**config.mk**
```make
export PLATFORM = sky130hd
export DESIGN_NAME = wave_1d_stencil_update_flat
export DESIGN_NICKNAME = d
export VERILOG_FILES = /design/src/sv/wsu_pkg.sv /design/src/sv/wsu_if.sv /design/src/sv/wsu_ctrl.sv /design/src/sv/wsu_dpath.sv /design/src/sv/wave_1d_stencil_update.sv /design/src/flat_wrapper.sv
export SDC_FILE = /design/constraint.sdc
export NUM_CORES = 2
export LEC_CHECK = 0
export ABC_AREA = 1
export ABC_CLOCK_PERIOD_IN_PS = 9800
export BUFFER_PORTS_ARGS = -buffer_cell sky130_fd_sc_hd__buf_2
export CAP_MARGIN = 15
export CORE_UTILIZATION = 27
export CTS_BUF_LIST = sky130_fd_sc_hd__clkbuf_2 sky130_fd_sc_hd__clkbuf_4 sky130_fd_sc_hd__clkbuf_8
export CTS_CLUSTER_DIAMETER = 40
export DETAILED_ROUTE_END_ITERATION = 8
export GPL_ROUTABILITY_DRIVEN = 0
export PLACE_DENSITY = 0.47
export SYNTH_ARGS = -nofsm -noshare
export SYNTH_HDL_FRONTEND = slang
export SYNTH_SLANG_ARGS = --single-unit
```
**constraint.sdc**
```tcl
create_clock -name clk_i -period 9.8 [get_ports clk_i]
set_input_delay 0.98 -clock clk_i [delete_from_list [all_inputs] [get_ports clk_i]]
set_output_delay 0.98 -clock clk_i [all_outputs]
set_load 0.05 [all_outputs]
```
**src/sv/wsu_pkg.sv**
```systemverilog
// ----------------------------------------------------------------------------
// wsu_pkg: shared types and constants of the 1-D wave stencil update
// sample and coefficient widths, stencil taps and datapath command bundle
// ----------------------------------------------------------------------------
package wsu_pkg;

  localparam int SAMPLE_W  = 18;
  localparam int KAPPA_W   = 16;
  localparam int STENCIL_R = 4;
  localparam int WIN_LEN   = 2 * STENCIL_R + 1;
  localparam int TAPS      = STENCIL_R + 1;
  localparam int TAP_IDX_W = $clog2(TAPS);
  localparam int FILL_W    = $clog2(WIN_LEN + 1);
  localparam int COEF_W    = 22;

  localparam logic [KAPPA_W-1:0] KAPPA_RESET = KAPPA_W'(30304);

  // datapath commands issued by the sequencer
  typedef struct packed {
    logic                 win_load;
    logic                 mac_en;
    logic [TAP_IDX_W-1:0] mac_sel;
    logic                 lo_en;
    logic                 hi_en;
    logic                 sum_en;
    logic                 rnd_en;
    logic                 out_load;
  } wsu_cmd_t;

  // stencil coefficients in Q.20, tap 0 applies to twice the centre
  function automatic logic signed [COEF_W-1:0] stencil_coef(input logic [TAP_IDX_W-1:0] d);
    logic signed [COEF_W-1:0] c;
    unique case (d)
      TAP_IDX_W'(0): c = -COEF_W'(1492764);
      TAP_IDX_W'(1): c =  COEF_W'(1677722);
      TAP_IDX_W'(2): c = -COEF_W'(209715);
      TAP_IDX_W'(3): c =  COEF_W'(26631);
      TAP_IDX_W'(4): c = -COEF_W'(1872);
      default:       c = '0;
    endcase
    return c;
  endfunction

endpackage

```
**src/sv/wsu_if.sv**
```systemverilog
// ----------------------------------------------------------------------------
// wsu_in_if / wsu_out_if: valid-ready channels of the wave stencil update
// one transfer when valid and ready are both high at a rising clock edge
// ----------------------------------------------------------------------------
interface wsu_in_if import wsu_pkg::*; ();
  logic                       valid;
  logic                       ready;
  logic signed [SAMPLE_W-1:0] old_sample;
  logic signed [SAMPLE_W-1:0] older_centre;
  logic                       line_start;
  logic                       line_last;

  modport source (output valid, old_sample, older_centre, line_start, line_last,
                  input ready);
  modport sink   (input valid, old_sample, older_centre, line_start, line_last,
                  output ready);
endinterface

interface wsu_out_if import wsu_pkg::*; ();
  logic                       valid;
  logic                       ready;
  logic signed [SAMPLE_W-1:0] new_value;
  logic                       last;

  modport source (output valid, new_value, last, input ready);
  modport sink   (input valid, new_value, last, output ready);
endinterface

```
**src/sv/wsu_ctrl.sv**
```systemverilog
// ----------------------------------------------------------------------------
// wsu_ctrl: sequencer of the wave stencil update
// tracks window fill and steps the shared multiply-accumulate datapath
// ----------------------------------------------------------------------------
module wsu_ctrl import wsu_pkg::*; (
  input  logic     clk_i,
  input  logic     rst_ni,
  input  logic     in_valid_i,
  input  logic     in_start_i,
  output logic     in_ready_o,
  output logic     out_valid_o,
  input  logic     out_ready_i,
  output wsu_cmd_t cmd_o
);

  typedef enum logic [2:0] {
    ST_IDLE,
    ST_MAC,
    ST_SCL_LO,
    ST_SCL_HI,
    ST_SUM,
    ST_RND,
    ST_OUT
  } state_e;

  state_e               state_q, state_d;
  logic [TAP_IDX_W-1:0] cnt_q, cnt_d;
  logic [FILL_W-1:0]    fill_q, fill_d;
  logic                 out_valid_q, out_valid_d;

  always_comb begin
    logic [FILL_W-1:0] fill_nx;
    state_d     = state_q;
    cnt_d       = cnt_q;
    fill_d      = fill_q;
    out_valid_d = out_valid_q;
    cmd_o       = '0;
    fill_nx     = fill_q;
    if (out_valid_q && out_ready_i) begin
      out_valid_d = 1'b0;
    end
    unique case (state_q)
      ST_IDLE: begin
        if (in_valid_i) begin
          cmd_o.win_load = 1'b1;
          priority if (in_start_i) begin
            fill_nx = FILL_W'(1);
          end else if (fill_q < FILL_W'(WIN_LEN)) begin
            fill_nx = fill_q + FILL_W'(1);
          end
          fill_d = fill_nx;
          if (fill_nx == FILL_W'(WIN_LEN)) begin
            state_d = ST_MAC;
            cnt_d   = '0;
          end
        end
      end
      ST_MAC: begin
        cmd_o.mac_en  = 1'b1;
        cmd_o.mac_sel = cnt_q;
        if (cnt_q == TAP_IDX_W'(TAPS - 1)) begin
          state_d = ST_SCL_LO;
        end else begin
          cnt_d = cnt_q + TAP_IDX_W'(1);
        end
      end
      ST_SCL_LO: begin
        cmd_o.lo_en = 1'b1;
        state_d     = ST_SCL_HI;
      end
      ST_SCL_HI: begin
        cmd_o.hi_en = 1'b1;
        state_d     = ST_SUM;
      end
      ST_SUM: begin
        cmd_o.sum_en = 1'b1;
        state_d      = ST_RND;
      end
      ST_RND: begin
        cmd_o.rnd_en = 1'b1;
        state_d      = ST_OUT;
      end
      ST_OUT: begin
        // output register free or emptying this cycle
        if (!out_valid_q || out_ready_i) begin
          cmd_o.out_load = 1'b1;
          out_valid_d    = 1'b1;
          state_d        = ST_IDLE;
        end
      end
      default: begin
        state_d = ST_IDLE;
      end
    endcase
  end

  always_ff @(posedge clk_i or negedge rst_ni) begin
    if (!rst_ni) begin
      state_q     <= ST_IDLE;
      cnt_q       <= '0;
      fill_q      <= '0;
      out_valid_q <= 1'b0;
    end else begin
      state_q     <= state_d;
      cnt_q       <= cnt_d;
      fill_q      <= fill_d;
      out_valid_q <= out_valid_d;
    end
  end

  assign in_ready_o  = (state_q == ST_IDLE);
  assign out_valid_o = out_valid_q;

endmodule

```
**src/sv/wsu_dpath.sv**
```systemverilog
// ----------------------------------------------------------------------------
// wsu_dpath: datapath of the wave stencil update
// sample window, shared stencil mac, kappa scaling, rounding and saturation
// ----------------------------------------------------------------------------
module wsu_dpath import wsu_pkg::*; (
  input  logic                       clk_i,
  input  logic                       rst_ni,
  input  logic                       cfg_we_i,
  input  logic [KAPPA_W-1:0]         cfg_wdata_i,
  input  wsu_cmd_t                   cmd_i,
  input  logic signed [SAMPLE_W-1:0] old_sample_i,
  input  logic signed [SAMPLE_W-1:0] older_centre_i,
  input  logic                       line_last_i,
  output logic signed [SAMPLE_W-1:0] new_value_o,
  output logic                       last_o
);

  localparam int PAIR_W = SAMPLE_W + 1;
  localparam int PROD_W = COEF_W + PAIR_W;
  localparam int ACC_W  = PROD_W + 3;
  localparam int SL_W   = 24;
  localparam int SH_W   = ACC_W - SL_W;
  localparam int PLO_W  = KAPPA_W + SL_W;
  localparam int PHI_W  = KAPPA_W + 1 + SH_W;
  localparam int P_W    = PHI_W + SL_W;
  localparam int RND_SH = 36;
  localparam int R_W    = P_W - RND_SH;
  localparam int FIN_W  = R_W + 2;

  localparam logic signed [P_W-1:0]   RND_HALF = P_W'(1) <<< (RND_SH - 1);
  localparam logic signed [FIN_W-1:0] SAT_HI   = FIN_W'((1 <<< (SAMPLE_W - 1)) - 1);
  localparam logic signed [FIN_W-1:0] SAT_LO   = -SAT_HI - FIN_W'(1);

  logic [KAPPA_W-1:0]         kappa_q;
  logic signed [SAMPLE_W-1:0] win_q [WIN_LEN];
  logic signed [SAMPLE_W-1:0] older_q;
  logic                       last_q;
  logic signed [ACC_W-1:0]    acc_q;
  logic [PLO_W-1:0]           plo_q;
  logic signed [PHI_W-1:0]    phi_q;
  logic signed [P_W-1:0]      prod_q;
  logic signed [R_W-1:0]      r_q;
  logic signed [SAMPLE_W-1:0] new_value_q;
  logic                       last_out_q;

  logic signed [PAIR_W-1:0]   pair [TAPS];
  logic signed [PROD_W-1:0]   mac_prod;
  logic signed [ACC_W-1:0]    acc_d;
  logic [PLO_W-1:0]           plo_d;
  logic signed [PHI_W-1:0]    phi_d;
  logic signed [P_W-1:0]      prod_d;
  logic signed [P_W-1:0]      rsum;
  logic signed [FIN_W-1:0]    fin;
  logic signed [SAMPLE_W-1:0] sat;

  always_ff @(posedge clk_i or negedge rst_ni) begin
    if (!rst_ni) begin
      kappa_q <= KAPPA_RESET;
    end else if (cfg_we_i) begin
      kappa_q <= cfg_wdata_i;
    end
  end

  // window shift and item capture
  always_ff @(posedge clk_i) begin
    if (cmd_i.win_load) begin
      for (int i = 0; i < WIN_LEN - 1; i++) begin
        win_q[i] <= win_q[i + 1];
      end
      win_q[WIN_LEN-1] <= old_sample_i;
      older_q          <= older_centre_i;
      last_q           <= line_last_i;
    end
  end

  // symmetric pair sums, tap 0 is twice the centre
  always_comb begin
    pair[0] = {win_q[STENCIL_R], 1'b0};
    for (int d = 1; d < TAPS; d++) begin
      pair[d] = PAIR_W'(win_q[STENCIL_R - d]) + PAIR_W'(win_q[STENCIL_R + d]);
    end
  end

  assign mac_prod = stencil_coef(cmd_i.mac_sel) * pair[cmd_i.mac_sel];
  assign acc_d    = (cmd_i.mac_sel == '0) ? ACC_W'(mac_prod) : acc_q + ACC_W'(mac_prod);

  // kappa times stencil sum in two partial products
  assign plo_d  = PLO_W'(kappa_q) * PLO_W'(acc_q[SL_W-1:0]);
  assign phi_d  = $signed(PHI_W'({1'b0, kappa_q})) * PHI_W'($signed(acc_q[ACC_W-1:SL_W]));
  assign prod_d = $signed({phi_q, {SL_W{1'b0}}}) + $signed(P_W'(plo_q));

  // round to nearest, ties away from zero
  assign rsum = prod_q + (prod_q[P_W-1] ? RND_HALF - P_W'(1) : RND_HALF);

  assign fin = FIN_W'(r_q) + (FIN_W'(win_q[STENCIL_R]) <<< 1) - FIN_W'(older_q);

  always_comb begin
    priority if (fin > SAT_HI) begin
      sat = SAT_HI[SAMPLE_W-1:0];
    end else if (fin < SAT_LO) begin
      sat = SAT_LO[SAMPLE_W-1:0];
    end else begin
      sat = fin[SAMPLE_W-1:0];
    end
  end

  always_ff @(posedge clk_i) begin
    if (cmd_i.mac_en) begin
      acc_q <= acc_d;
    end
    if (cmd_i.lo_en) begin
      plo_q <= plo_d;
    end
    if (cmd_i.hi_en) begin
      phi_q <= phi_d;
    end
    if (cmd_i.sum_en) begin
      prod_q <= prod_d;
    end
    if (cmd_i.rnd_en) begin
      r_q <= rsum[P_W-1:RND_SH];
    end
    if (cmd_i.out_load) begin
      new_value_q <= sat;
      last_out_q  <= last_q;
    end
  end

  assign new_value_o = new_value_q;
  assign last_o      = last_out_q;

endmodule

```
**src/sv/wave_1d_stencil_update.sv**
```systemverilog
// ----------------------------------------------------------------------------
// wave_1d_stencil_update: 1-D leapfrog wave update, 8th-order 9-point stencil
// streams previous-level samples into a window and returns updated values
// ----------------------------------------------------------------------------
// A sample that does not yet complete the 9-sample window leaves the block
// idle and ready; a sample that completes it occupies the block through the
// transfer, five stencil multiply-accumulate steps on the one shared
// multiplier, two kappa partial products, sum, rounding and output load.
// The result sits in an output register, so the next sample is taken while
// it waits; a later result holds at output load, and the input with it,
// until that register empties. The user writes kappa through cfg_we_i /
// cfg_wdata_i only while idle; the block itself does not enforce this.
module wave_1d_stencil_update import wsu_pkg::*; (
  input  logic               clk_i,
  input  logic               rst_ni,
  input  logic               cfg_we_i,
  input  logic [KAPPA_W-1:0] cfg_wdata_i,
  wsu_in_if.sink             in_if,
  wsu_out_if.source          out_if
);

  wsu_cmd_t cmd;
  logic     in_ready;

  wsu_ctrl u_ctrl (
    .clk_i       (clk_i),
    .rst_ni      (rst_ni),
    .in_valid_i  (in_if.valid),
    .in_start_i  (in_if.line_start),
    .in_ready_o  (in_ready),
    .out_valid_o (out_if.valid),
    .out_ready_i (out_if.ready),
    .cmd_o       (cmd)
  );

  wsu_dpath u_dpath (
    .clk_i          (clk_i),
    .rst_ni         (rst_ni),
    .cfg_we_i       (cfg_we_i),
    .cfg_wdata_i    (cfg_wdata_i),
    .cmd_i          (cmd),
    .old_sample_i   (in_if.old_sample),
    .older_centre_i (in_if.older_centre),
    .line_last_i    (in_if.line_last),
    .new_value_o    (out_if.new_value),
    .last_o         (out_if.last)
  );

  assign in_if.ready = in_ready;

endmodule
```
**src/flat_wrapper.sv**
```systemverilog
// flat-port wrapper written by rule: the top's interface ports become plain ports
module wave_1d_stencil_update_flat import wsu_pkg::*;
  (clk_i, rst_ni, cfg_we_i, cfg_wdata_i, in_if_valid, in_if_old_sample, in_if_older_centre, in_if_line_start, in_if_line_last, in_if_ready, out_if_valid, out_if_new_value, out_if_last, out_if_ready);
  wsu_in_if in_if_i ();
  wsu_out_if out_if_i ();
  input  logic clk_i;
  input  logic rst_ni;
  input  logic cfg_we_i;
  input  logic [KAPPA_W-1:0] cfg_wdata_i;
  input wire logic [$bits(in_if_i.valid)-1:0] in_if_valid;
  input wire logic [$bits(in_if_i.old_sample)-1:0] in_if_old_sample;
  input wire logic [$bits(in_if_i.older_centre)-1:0] in_if_older_centre;
  input wire logic [$bits(in_if_i.line_start)-1:0] in_if_line_start;
  input wire logic [$bits(in_if_i.line_last)-1:0] in_if_line_last;
  output wire logic [$bits(in_if_i.ready)-1:0] in_if_ready;
  output wire logic [$bits(out_if_i.valid)-1:0] out_if_valid;
  output wire logic [$bits(out_if_i.new_value)-1:0] out_if_new_value;
  output wire logic [$bits(out_if_i.last)-1:0] out_if_last;
  input wire logic [$bits(out_if_i.ready)-1:0] out_if_ready;
  assign in_if_i.valid = in_if_valid;
  assign in_if_i.old_sample = in_if_old_sample;
  assign in_if_i.older_centre = in_if_older_centre;
  assign in_if_i.line_start = in_if_line_start;
  assign in_if_i.line_last = in_if_line_last;
  assign in_if_ready = in_if_i.ready;
  assign out_if_valid = out_if_i.valid;
  assign out_if_new_value = out_if_i.new_value;
  assign out_if_last = out_if_i.last;
  assign out_if_i.ready = out_if_ready;
  wave_1d_stencil_update u_core (.clk_i(clk_i), .rst_ni(rst_ni), .cfg_we_i(cfg_we_i), .cfg_wdata_i(cfg_wdata_i), .in_if(in_if_i), .out_if(out_if_i));
endmodule
```
==> flow_metrics.env <==
export IMPL_outcome="finished clean"
export IMPL_min_period_ns=9.550
export IMPL_grt_max_degree=120
export IMPL_core_area_um2=248700
export IMPL_cts_tree="yes"
export IMPL_drive_above_1_share_pct=16.07
export IMPL_synth_edf_count=407
export IMPL_max_stage_delay_ns=0.62
export IMPL_final_hold_violation_count=0
export IMPL_crit_family="adder cells"
export IMPL_required_ns=10.33
export IMPL_firstDrtPassIters=5
export IMPL_synth_most_common_cell="inv_1"
export IMPL_grt_pass1_vias=57630
export IMPL_grt_overflow_total=0
export IMPL_ys_warn_count=0
export IMPL_min_path_type="input port to asynchronous set/reset pin"
export IMPL_path_class="flip-flop to flip-flop"
export IMPL_fin_skew_ns=0.07011
export IMPL_met2_usage_pct=28.24
export IMPL_ys_types=58
export IMPL_ys_seq_area_share_pct=19.11
export IMPL_fp_dieH_um=502.2
export IMPL_grt_pass1_wl_um=341200
export IMPL_use_met3_pct=1.860
export IMPL_routed_wl_um=220200
export IMPL_io_buffers=79
export IMPL_via_per_inst=4.561
export IMPL_fillCellCount=26416
export IMPL_grtUsageTotal_pct=17.59
export IMPL_start_util_pct=27.17
export IMPL_drv_slew=0
export IMPL_cap_violations=0
export IMPL_async_reset_ff_share_pct=6.221
export IMPL_syn_area_per_cell_um2=8.283
export IMPL_root_buffer="clkbuf_8"
export IMPL_cts_htree_levels=3
export IMPL_clk_pin_slew_ns=0.06
export IMPL_die_w_um=502.2
export IMPL_dp_hpwl_um=183400
export IMPL_multi_input_area_um2=48360
export IMPL_rsz0062_at_grt="true"
export IMPL_max_freq_mhz=104.7
export IMPL_clockBufferDepth=3
export IMPL_drc=0
export IMPL_slowest_stage="fa_1"
export IMPL_syn_to_final_growth_pct=19.73
export IMPL_rows=183
export IMPL_cp_start_kind="flip-flop"
export IMPL_critPathArrivalTime_ns=10.08
export IMPL_grt_use_met1_pct=24.60
export IMPL_synthTopCellsByArea="fa_1 (31%), edfxtp_1 (18%), inv_1 (11%), nand2_1 (10%), ha_1 (10%)"
export IMPL_cts_sinks=434
export IMPL_gr_max_usage_layer="met2"
export IMPL_fin_nets=10482
export IMPL_crit_fanout=4
export IMPL_vias=55818
export IMPL_ys_ff_latch=434
export IMPL_slew_headroom_pct=23.47
export IMPL_period_share_pct=97.45
export IMPL_synth_area_um2=67550
export IMPL_wire_per_inst_um=17.99
export IMPL_cpMostUsedCell="fa_1"
export IMPL_cp_end_kind="flip-flop"
export IMPL_tightest_slew_ns=1.148
export IMPL_regArea_um2=12910
export IMPL_synthFlopType="edfxtp_1"
export IMPL_synthCells=8156
export IMPL_yosysTopAreaCellShare_pct=31.44
export IMPL_drt_iter0_drc=4110
export IMPL_die_area_um2=252200
export IMPL_final_util_pct=32.53
export IMPL_setup_viol=0
export IMPL_antenna_found_initial=11
export IMPL_clk_latency_ns=0.86
export IMPL_ys_top_cells_by_count="inv_1 (1,952), nand2_1 (1,863), fa_1 (1,061)"
export IMPL_io_pins=80
export IMPL_cts_made_buffers=92
export IMPL_crit_buf_inv=13
export IMPL_synth_fp_nets=9815
export IMPL_final_antenna_net_count=0
export IMPL_synth_area_leader_cell="fa_1"
## worst reg2reg max path, delay by kind of cell (launching register included)
kind,cells,cell delay [ns]
simple gates,9,1.24
fa+ha+maj,11,4.68
flops,1,0.36
compound gates,5,0.79
buf+inv,13,1.47
xor+xnor,2,0.70
## state kept, by name, indices dropped and copies added (netlist names)
signal / flops
u_core.u_dpath.kappa_q: 16
u_core.u_dpath.older_q: 18
u_core.u_dpath.win_q: 162
u_core.u_dpath.last_q: 1
u_core.u_dpath.acc_q: 44
u_core.u_dpath.r_q: 25
u_core.u_ctrl.fill_q: 4
u_core.u_ctrl.state_q: 3
u_core.u_dpath.last_o: 1
u_core.u_ctrl.out_valid_o: 1
u_core.u_dpath.phi_q: 37
u_core.u_dpath.new_value_o: 18
u_core.u_dpath.prod_q: 61
u_core.u_ctrl.cnt_q: 3
u_core.u_dpath.plo_q: 40
## layer usage
metal	vias up	routed length, um
li1	26272	-
met1	27684	100900
met2	1586	100300
met3	276	11330
met4	0	7699
met5	-	0
## cell usage in the layout, fill, tap and decap left out, types with 61 or more instances in the layout
cell         n
inv_1     1941
nand2_1   1811
fa_1      1035
buf_4      703
ha_1       472
nor2_1     436
edfxtp_1   407
a21oi_1    381
nand3_1    225
o21ai_0    195
xor2_1     108
clkbuf_8    92
buf_2       79
xnor2_1     70
nand4_1     69
a21oi_2     61
## worst paths after layout
| check | start | end | slack, ns | cells past startpoint |
|---|---|---|---|---|
| worst max-delay path | u_core.u_dpath.win_q[2][0] | u_core.u_dpath.acc_q[21] | 0.25 | 40 |
| worst min-delay path | rst_ni | u_core.u_dpath.kappa_q[1] | 0.28 | 1 |
| worst max register to register | u_core.u_dpath.win_q[2][0] | u_core.u_dpath.acc_q[21] | 0.25 | 40 |
| worst min register to register | u_core.u_dpath.plo_q[13] | u_core.u_dpath.prod_q[13] | 0.42 | 0 |
| max in group asynchronous | rst_ni | u_core.u_dpath.kappa_q[2] | 8.86 | 1 |
| min in group clk_i | in_if_old_sample[10] | u_core.u_dpath.win_q[2][10] | 0.29 | 1 |
## cell families (layout without fill, tap and decap cells)
group / after synthesis / after routing / share of synthesized area, %
adders and majority gates: 1600 / 1600 / 41.43
and+or+nand+nor: 2829 / 2829 / 17.08
AOI/OAI and AO/OA: 884 / 884 / 7.246
xor gates and xnor gates: 192 / 192 / 2.489
buffers and inverters: 2200 / 2945 / 12.38
other: 1 / 7 / 0.005551
DFF: 434 / 434 / 19.11
muxes: 16 / 16 / 0.2667
## area by class of cell
class / instances / share of cell area [%]
Multi-Input combinational cell: 5522 / 59.79
Tap cell: 3330 / 5.152
Antenna cell: 6 / 0.01856
Timing Repair Buffer: 800 / 7.339
Clock inverter: 61 / 0.8106
Clock buffer: 111 / 1.742
Inverter: 1973 / 9.188
Sequential cell: 434 / 15.96
## what timing repair did
item                                   in CTS  in global routing
endpoints found under the hold margin       0                  0
setup endpoints to repair                  25                 30
resized for setup                          75                404
pin swaps                                  13                128
hold buffers                                0                  0
buffers inserted                            6                 46
## metrics by stage
stage | setup WS (ns) | hold slack [ns] | setup TNS, ns | cells | cell area (um^2)
3_3_place_gp | -0.2143 | 0.4070 | -2.820 | 12007 | 76300
2_1_floorplan | 0.7876 | 0.4003 | 0 | 8156 | 67550
3_5_place_dp | -0.3146 | 0.4045 | -4.106 | 12007 | 76300
5_1_grt | -0.08786 | 0.2165 | -0.7555 | 12235 | 80870
4_1_cts | -0.0006901 | 0.1931 | -0.0006901 | 12185 | 78700
6_report | 0.2497 | 0.2769 | 0 | 12237 | 80880
Power is left out: the tool's default activity adds up to more than one toggle a clock period on the data nets, which glitch-free logic cannot reach.
